File: src/design/sfc_pkg.sv
`default_nettype none
// ----------------------------------------------------------------------------
// sfc_pkg
// Types, constants and fixed-point helpers of the state feedback controller
// step: Q8.14 values, Q16.16 intermediates, round half up with saturation.
// ----------------------------------------------------------------------------
package sfc_pkg;

  localparam int unsigned DecW    = 22;
  localparam int unsigned ProdW   = 32;
  localparam int unsigned CountW  = 16;
  localparam int unsigned CfgIdxW = 3;
  localparam int unsigned NStage  = 6;

  typedef logic signed [DecW-1:0]  dec_t;
  typedef logic signed [ProdW-1:0] prod_t;

  typedef enum logic [CfgIdxW-1:0] {
    REG_COEF_DRIVE = 3'd0,
    REG_COEF_STATE = 3'd1,
    REG_LOOP_GAIN  = 3'd2,
    REG_INPUT_SCALE = 3'd3,
    REG_DRIVE_MAX  = 3'd4,
    REG_DRIVE_MIN  = 3'd5
  } cfg_reg_e;

  localparam dec_t RstCoefDrive  = -22'sd2861;
  localparam dec_t RstCoefState  = 22'sd7188;
  localparam dec_t RstLoopGain   = 22'sd52668;
  localparam dec_t RstInputScale = 22'sd1;
  localparam dec_t RstDriveMax   = 22'sd2080768;
  localparam dec_t RstDriveMin   = 22'sd0;

  typedef struct packed {
    dec_t coef_drive;
    dec_t coef_state;
    dec_t loop_gain;
    dec_t input_scale;
    dec_t drive_max;
    dec_t drive_min;
  } sfc_cfg_t;

  // round half up by a right shift of n, then saturate to Q16.16
  function automatic prod_t rnd_q16(input logic signed [55:0] p, input logic [3:0] n);
    logic signed [55:0] sum;
    logic signed [55:0] sh;
    begin
      sum = p + (56'sd1 <<< (n - 4'd1));
      sh  = sum >>> n;
      if (sh > 56'sh7FFFFFFF) begin
        rnd_q16 = 32'sh7FFFFFFF;
      end else if (sh < -56'sh80000000) begin
        rnd_q16 = -32'sh80000000;
      end else begin
        rnd_q16 = sh[ProdW-1:0];
      end
    end
  endfunction

  // Q16.16 to Q8.14 with round half up and saturation
  function automatic dec_t to_q8(input prod_t v);
    logic signed [32:0] sum;
    logic signed [32:0] sh;
    begin
      sum = 33'(v) + 33'sd2;
      sh  = sum >>> 2;
      if (sh > 33'sd2097151) begin
        to_q8 = 22'sh1FFFFF;
      end else if (sh < -33'sd2097152) begin
        to_q8 = -22'sh200000;
      end else begin
        to_q8 = sh[DecW-1:0];
      end
    end
  endfunction

  // saturating Q8.14 add
  function automatic dec_t add_sat_q8(input dec_t a, input dec_t b);
    logic signed [22:0] sum;
    begin
      sum = 23'(a) + 23'(b);
      if (sum > 23'sd2097151) begin
        add_sat_q8 = 22'sh1FFFFF;
      end else if (sum < -23'sd2097152) begin
        add_sat_q8 = -22'sh200000;
      end else begin
        add_sat_q8 = sum[DecW-1:0];
      end
    end
  endfunction

  // count to Q16.16, saturating at the largest positive value
  function automatic prod_t count_q16(input logic [CountW-1:0] c);
    begin
      if (c[CountW-1]) begin
        count_q16 = 32'sh7FFFFFFF;
      end else begin
        count_q16 = prod_t'({c, 16'h0000});
      end
    end
  endfunction

endpackage
`default_nettype wire

File: src/design/sfc_cfg_regs.sv
`default_nettype none
// ----------------------------------------------------------------------------
// sfc_cfg_regs
// Configuration register file: coefficients, loop gain, input scale and
// drive limits, written one register per transfer.
// ----------------------------------------------------------------------------
module sfc_cfg_regs
  import sfc_pkg::*;
(
  input  wire logic                 clk_i,
  input  wire logic                 rst_ni,
  input  wire logic                 cfg_valid_i,
  output logic                      cfg_ready_o,
  input  wire logic [CfgIdxW-1:0]   cfg_index_i,
  input  wire logic [DecW-1:0]      cfg_data_i,
  output sfc_cfg_t                  cfg_o
);

  sfc_cfg_t cfg_q, cfg_d;

  assign cfg_ready_o = 1'b1;

  always_comb begin
    cfg_d = cfg_q;
    if (cfg_valid_i) begin
      unique case (cfg_index_i)
        REG_COEF_DRIVE:  cfg_d.coef_drive  = cfg_data_i;
        REG_COEF_STATE:  cfg_d.coef_state  = cfg_data_i;
        REG_LOOP_GAIN:   cfg_d.loop_gain   = cfg_data_i;
        REG_INPUT_SCALE: cfg_d.input_scale = cfg_data_i;
        REG_DRIVE_MAX:   cfg_d.drive_max   = cfg_data_i;
        REG_DRIVE_MIN:   cfg_d.drive_min   = cfg_data_i;
        default: ;
      endcase
    end
  end

  always_ff @(posedge clk_i or negedge rst_ni) begin
    if (!rst_ni) begin
      cfg_q.coef_drive  <= RstCoefDrive;
      cfg_q.coef_state  <= RstCoefState;
      cfg_q.loop_gain   <= RstLoopGain;
      cfg_q.input_scale <= RstInputScale;
      cfg_q.drive_max   <= RstDriveMax;
      cfg_q.drive_min   <= RstDriveMin;
    end else begin
      cfg_q <= cfg_d;
    end
  end

  assign cfg_o = cfg_q;

endmodule
`default_nettype wire

File: config.mk
export PLATFORM = sky130hd
export DESIGN_NAME = sfc_cfg_regs
export DESIGN_NICKNAME = d
export VERILOG_FILES = /design/src/design/sfc_pkg.sv /design/src/design/sfc_cfg_regs.sv
export SDC_FILE = /design/constraint.sdc
export NUM_CORES = 1
export LEC_CHECK = 0
export ABC_AREA = 1
export BUFFER_PORTS_ARGS = -buffer_cell sky130_fd_sc_hd__buf_2
export CORE_UTILIZATION = 51
export DETAILED_ROUTE_END_ITERATION = 6
export PLACE_DENSITY = 0.79
export SYNTH_ARGS = -nofsm -noshare
export SYNTH_HDL_FRONTEND = slang
export SYNTH_SLANG_ARGS = --single-unit
File: constraint.sdc
create_clock -name clk_i -period 1 [get_ports clk_i]
set_clock_uncertainty 0.1 [all_clocks]
set_input_delay 0.2 -clock clk_i [delete_from_list [all_inputs] [get_ports clk_i]]
set_output_delay 0.2 -clock clk_i [all_outputs]
set_load 0.05 [all_outputs]
After elaboration in Yosys (flattened, before gate mapping):

Cells that the tools add are included.

* input bits: 28
* register bits: 132
* logic and storage cells: 18
* output and inout bits: 133

* equal/unequal tests: 5
* reduce and logical (&&, ||, !) cells: 7

Operators with widths (number)
* $reduce_and A2 Y1: 6
* $eq A3 B2 Y1 const B: 2
* $eq A3 B3 Y1 const B: 2
* $eq A3 B1 Y1 const B: 1
* $logic_not A3 Y1: 1

Longest topological paths before layout:

Gate-level depths: netlist of the first run.

* depth after elaboration: 2
* gate-level depth with buffers: 6
* mapped depth without buffers: 5

Worst setup path before layout of the first run:

Ideal clock, no wire load.

* path type: input to register
* start: input port cfg_valid_i
* end: register cfg_q (netlist bit cfg_o[101])
* cell stages on the path: 6
* path buffers: 2
* slack: -0.039 ns
* arrival: 0.874 ns
* setup time: 0.065 ns
* data required time: 0.835 ns
* cells stage by stage: inv_1 -> nor2_4 -> buf_4 -> buf_2 -> nand3_1 -> nand2_1

* longest elaborated chain between the ends: 1

Ends and longest elaborated chain
* from (decl): line sfc_cfg_regs.sv:12 `input wire logic cfg_valid_i,`
* $reduce_and A2 Y1 (no source line)
* to (signal assigned): line sfc_cfg_regs.sv:47 `cfg_q <= cfg_d;`
* to (decl): line sfc_cfg_regs.sv:19 `sfc_cfg_t cfg_q, cfg_d;`

No other way between the ends.
A chain may end at the register's enable or synchronous reset.

Final worst setup path of the first run:

* start: register cfg_q (netlist bit cfg_o[39])
* end: output port cfg_o[39] (netlist bit)

RTL lines
* to (decl): line sfc_cfg_regs.sv:16 `output sfc_cfg_t cfg_o`

No word-level cell between the ends.

==> impl_metrics.yaml, run 1 <==
outcome:
  status: "finished with violations"
  violations: "negative setup slack"
setup_path:
  crit_buf_inv: 1
  worstReg2RegStart: "cfg_o[104]"
  cpPeakStageDelay_ns: 0.56
  critPathLaunch: "cfg_o[39]"
  crit_type: "register to output port"
  start_kind: "register"
  crit_chain: "buf_6"
  ff2ff_path_depth: 4
  cp-end-kind: "output port"
  arrival_ns: 1.25
  cp-endpoint: "cfg_o[39]"
  crit_cells: 1
  r2r-end: "cfg_o[104]"
  critPathMaxFanout: 2
  ff2ff_setup_slack_ns: -0.04
  slowest_stage: "dfstp_2"
  worstPathRequired_ns: 0.70
  crit_family: "flip-flops"
synthesis:
  synth_edf_count: 0
  synth_nets: 613
  synthTopCellsByArea: "dfrtp_1, nand2_1, dfstp_2"
  synth_top_cell_by_area: "dfrtp_1"
  ys_warn_count: 0
  synth_cell_types: 14
  synth_seq_cells: 132
  yosysMostFrequentCell: "nand2_1"
  ys_seq_area_share_pct: 63.1
  syn-mean-instance-area_um2: 9.09
  netlist_top_cells_count: "nand2_1, dfrtp_1, nand3_1"
  syn_inst: 585
  synth_top_area_share_pct: 43.8
  syn_area_um2: 5320
  synthFlopType: "dfrtp_1"
  ys_async_sr_fraction_pct: 100
placed_design:
  postPlaceCellArea_um2: 6330
  finalWeightedCongestion: 0.832
  dp_hpwl_um: 10400
  io_buffers: 159
clock_network:
  clk_latency_ns: 0.53
  cts_root_buf: "clkbuf_8"
  path_clk_slew_ns: 0.06
  cts-htree-levels: 4
  cts-buffers-inserted: 17
  cts_hold_buffers: 23
  cts_tree: "built"
  clock_path_buffers: 2
  cts.sinks: 132
cells_and_area:
  finalNetCount: 867
  n_antenna_cell: 0
  largest_reg_flops: 132
  syn_to_final_growth_pct: 60.5
  layout-drive-gt1-share_pct: 38.3
  final_cell_area_um2: 8530
floorplan:
  die-height_um: 104
  dieArea_um2: 10800
  io_pins: 161
  core_um2: 9950
  die_width_um: 104
  rows: 36
  initial_utilization_pct: 53.4
drt:
  drt_wl_total_um: 21500
  ant_nets: 0
  route.detailed.drc: 0
  drtIter0Drc: 633
  wl_per_cell_um: 21.8
  vias: 5701
  drt_pass1_iterations: 5
  via_per_inst: 5.79
grt:
  grt_antenna_before_repair: 0
  grt_max_degree: 49
  grt_usage_pct: 36.6
  grt_pass1_wl_um: 29900
  grt_overflow: 0
  grt_pass1_vias: 5701
timing:
  finalWorstSetupSlack_ns: -0.553
  slew_viol_final: 0
  setup_viol: 135
  finalCritPeriodShare_pct: 155
  slew_headroom_pct: 63.2
  maxClockFrequency_ghz: 0.644
  timing.hold.ws_ns: 0.00328
  rsz0062_at_grt: "true"
  worst_pin_slew_ns: 0.550
  period_minus_slack_ns: 1.55
  finalHoldViolations: 0
min_path:
  holdCritPathClass: "input pin to async pin"
power:
  p_leak_nw: 4.55
  powerDensity_nw_per_um2: 2610
  peakVddDrop_mv: 1.58
run:
  drv_cap: 0
-- stage by stage --
stage	setup slack (ns)	TNS [ns]	instances	power, mW	util, %
finish	-0.553	-57.18	984	22.3	85.7
global route	-0.577	-59.80	984	22.9	85.7
CTS	-0.554	-57.45	950	21.4	83.0
detailed placement	-0.524	-37.85	871	13.5	63.6
global placement	-0.424	-34.24	871	13.3	63.6
floorplan	-0.00568	-0.00568	585	11.8	-
-- power breakdown --
part | switching (mW) | internal (mW) | total (mW)
Sequential | 0.970 | 6.58 | 7.55
Combinational | 5.56 | 3.24 | 8.80
Clock | 2.21 | 3.72 | 5.92
Total | 8.73 | 13.5 | 22.3
-- placed cells by master (no fill, tap or decap), drive strengths merged --
cell type    synthesis  routed
bufinv               0       2
inv                  6       6
clkinv               0       4
dfrtp               93      93
buf                 33     246
nor2                 6       6
dfstp               39      39
dlygate4sd3          0      23
nand2              318     318
nand3               88      88
clkbuf               1      25
conb                 1       1
-- layout make-up --
type | count | area, µm²
fillers | 432 | 1420
clock buffers | 25 | 474
multi-input cells | 413 | 1730
clock inverters | 6 | 80.1
well taps | 133 | 166
flip-flops and latches | 132 | 3350
inverters | 6 | 22.5
repair buffers | 269 | 2710
-- kinds of logic (layout without fill, tap and decap cells) --
group,Yosys count,count (layout),share of synthesized area (%)
and+or+nand+nor,412,412,32.1
other,1,1,0.0705
buffers and inverters,40,306,4.78
DFF,132,132,63.1
-- layer usage --
| layer | vias to the layer above | track usage, % | share of wire, % | routed length, µm |
|---|---|---|---|---|
| li1 | 2335 | - | - | - |
| met1 | 2759 | 41.4 | 33 | 7020 |
| met2 | 465 | 61.3 | 50 | 10600 |
| met3 | 142 | 10.8 | 11 | 2430 |
| met4 | 0 | 21.8 | 6.3 | 1360 |
| met5 | - | 0 | 0 | 0 |
-- timing repair --
| action | CTS | global route |
|---|---|---|
| pin swaps | 0 | 3 |
| endpoints found under the setup margin | 132 | 154 |
| gates resized for setup | 298 | 6 |
| buffers inserted | 25 | 34 |
| endpoints found under the hold margin | 264 | 8 |
-- worst min path at each step --
stage / startpoint / to / slack, ns / cells after the start
after detailed placement: rst_ni / cfg_o[63] / -0.03 / 1
after global placement: rst_ni / cfg_o[63] / -0.03 / 1
after global routing: rst_ni / cfg_o[63] / 0.01 / 2
after CTS: rst_ni / cfg_o[63] / -0.03 / 2
after floorplan: rst_ni / cfg_o[0] / -0.20 / 0
final: rst_ni / cfg_o[63] / 0.003 / 2
Power figures use the tool's default switching activity.
==> run 2, diff against run 1 <==
Settings changed: ABC_AREA 1 to 0, CORE_UTILIZATION 51 to 50.
==> run 2 against run 1 <==
  * The flow still finishes with violations (negative setup slack)
  * Routed wire length down 19%
  * Maximum frequency up 0.36%
  * Cell count down 29%
  * Clock power up 15%
  * Critical path depth unchanged
  * Global-route usage down 4.4 points
  * Register-to-register slack worse by 0.13 ns
  * Combinational power up 23%
  * Hold slack better by 0.16 ns
  * Largest power group unchanged
==> impl_metrics.yaml, run 2 <==
setup_path:
  crit_family: "flip-flops"
  crit_type: "register to output port"
  arrival_ns: 1.25
  start_kind: "register"
  worstPathRequired_ns: 0.70
  cpPeakStageDelay_ns: 0.58
  critPathMaxFanout: 2
  crit_buf_inv: 1
  slowest_stage: "dfstp_2"
  crit_chain: "buf_8"
  cp-end-kind: "output port"
clock_network:
  clk_latency_ns: 0.51
  cts-htree-levels: 4
  cts_root_buf: "clkbuf_8"
  clock_path_buffers: 2
  cts.sinks: 132
  path_clk_slew_ns: 0.07
  cts_tree: "built"
  cts-buffers-inserted: 17
grt:
  grt_usage_pct: 32.2
  grt_antenna_before_repair: 0
  grt_pass1_vias: 4051
  grt_overflow: 0
  grt_pass1_wl_um: 24000
  grt_max_degree: 51
synthesis:
  synthFlopType: "dfrtp_1"
  ys_async_sr_fraction_pct: 100
  syn_area_um2: 5040
  ys_seq_area_share_pct: 66.5
  ys_warn_count: 0
  synth_cell_types: 11
  synth_edf_count: 0
  yosysMostFrequentCell: "mux2_2"
  synth_seq_cells: 132
  synth_nets: 312
  netlist_top_cells_count: "mux2_2, dfrtp_1, dfstp_2"
  syn_inst: 284
  synth_top_cell_by_area: "dfrtp_1"
  synth_top_area_share_pct: 46.2
  syn-mean-instance-area_um2: 17.8
  synthTopCellsByArea: "dfrtp_1, mux2_2, dfstp_2"
power:
  clkPwrFrac_pct: 26.6
  swShare_pct: 38.5
  switchingPower_mw: 9.86
  powerDensity_nw_per_um2: 2880
  p_leak_nw: 4.18
  peakVddDrop_mv: 2.00
  p_seq_share_pct: 31.3
  p_int_mw: 15.7
  combinationalPowerShare_pct: 42.2
cells_and_area:
  syn_to_final_growth_pct: 76.6
  seq_area_um2: 3360
  final_cell_area_um2: 8900
  largest_reg_flops: 132
  final_cell_mix: "buf_6, dfrtp_1, mux2_4"
  layout_commonest_cell: "buf_6"
  n_fill_cell: 322
  multi_input_area_um2: 1900
  finalNetCount: 578
  final_core_utilization_pct: 91.1
  finalNonFillerCells: 696
  n_antenna_cell: 0
  layout-drive-gt1-share_pct: 79.4
placed_design:
  io_buffers: 159
  placed_cells: 578
  postPlaceCellArea_um2: 6440
  finalWeightedCongestion: 0.747
  dp_hpwl_um: 7670
timing:
  finalCritPeriodShare_pct: 155
  setup_viol: 174
  rsz0062_at_grt: "true"
  maxClockFrequency_ghz: 0.646
  finalWorstSetupSlack_ns: -0.547
  slew_viol_final: 0
  finalHoldViolations: 0
  period_minus_slack_ns: 1.55
drt:
  via_per_inst: 5.32
  drt_wl_total_um: 17500
  drt_pass1_iterations: 5
  vias: 3700
  drtIter0Drc: 85
  wl_per_cell_um: 25.1
  ant_nets: 0
  route.detailed.drc: 0
floorplan:
  dieArea_um2: 10500
  rows: 36
  io_pins: 161
  die_width_um: 102
  core_um2: 9770
  initial_utilization_pct: 51.6
  die-height_um: 102
run:
  drv_cap: 0
min_path:
  holdCritPathClass: "input pin to async pin"
outcome:
  violations: "negative setup slack"
  status: "finished with violations"
run 2: changes by cell type after synthesis, sizes merged:
cell / before / now
buf: 33 / 13
nor4b: 0 / 1
nand2: 318 / 0
nand4b: 0 / 2
nand3: 88 / 0
inv: 6 / 0
and4bb: 0 / 3
nor2: 6 / 0
mux2: 0 / 132
clkbuf: 1 / 0
run 2: logic make-up after synthesis:
family | count (synthesis) | share of synthesized area [%]
other | 1 | 0.0744
buffers and inverters | 13 | 2.18
flip-flops | 132 | 66.5
AND/OR/NAND/NOR | 6 | 1.79
multiplexers | 132 | 29.5
run 2: per-layer routing:
layer | GRT usage, % | up-vias | routed length (µm)
met5 | 0 | - | 0
met4 | 15.7 | 0 | 587
met3 | 9.85 | 45 | 1220
met2 | 53.6 | 191 | 8790
met1 | 37.9 | 1914 | 6860
li1 | - | 1550 | -
run 2: final timing paths:
path	start	slack, ns	cells after the start	end
max in group asynchronous	rst_ni	0.27	3	cfg_o[104]
max	cfg_o[38]	-0.55	1	cfg_o[38]
min reg2reg	cfg_o[48]	0.43	1	cfg_o[48]
min	rst_ni	0.16	2	cfg_o[39]
min in group clk_i	cfg_index_i[1]	0.21	4	cfg_o[123]
max reg2reg	cfg_o[122]	-0.17	4	cfg_o[122]
run 2: area by class of cell:
class                           instances  area share (%)
Timing Repair Buffer                  260            32.0
Multi-Input combinational cell        139            21.3
Clock buffer                           17            4.65
Clock inverter                         15            2.42
Sequential cell                       132            37.7
Tap cell                              133            1.87
run 2: metrics by stage:
stage | worst slack (ns) | setup TNS, ns | hold WS (ns) | total power [mW]
3_5_place_dp | -0.490 | -54.64 | -0.0474 | 15.1
4_1_cts | -0.543 | -56.44 | 0.127 | 24.5
2_1_floorplan | -0.282 | -26.28 | -0.196 | 13.3
3_3_place_gp | -0.463 | -51.94 | -0.0482 | 15.0
5_1_grt | -0.570 | -61.44 | 0.155 | 26.3
6_report | -0.547 | -56.76 | 0.164 | 25.6
run 2: timing repair:
action	in CTS	in global routing
resized for setup	306	40
hold buffers	24	0
endpoints found under the hold margin	264	0
buffers inserted	38	31
setup endpoints to repair	132	165
run 2: power groups by stage:
stage / registers (mW) / logic (mW) / clock network (mW)
after floorplan: 11.7 / 1.54 / 0
after global placement: 7.47 / 7.48 / 0
after detailed placement: 7.52 / 7.58 / 0
after CTS: 7.81 / 9.94 / 6.72
after global routing: 8.08 / 11.1 / 7.09
final: 8.00 / 10.8 / 6.81
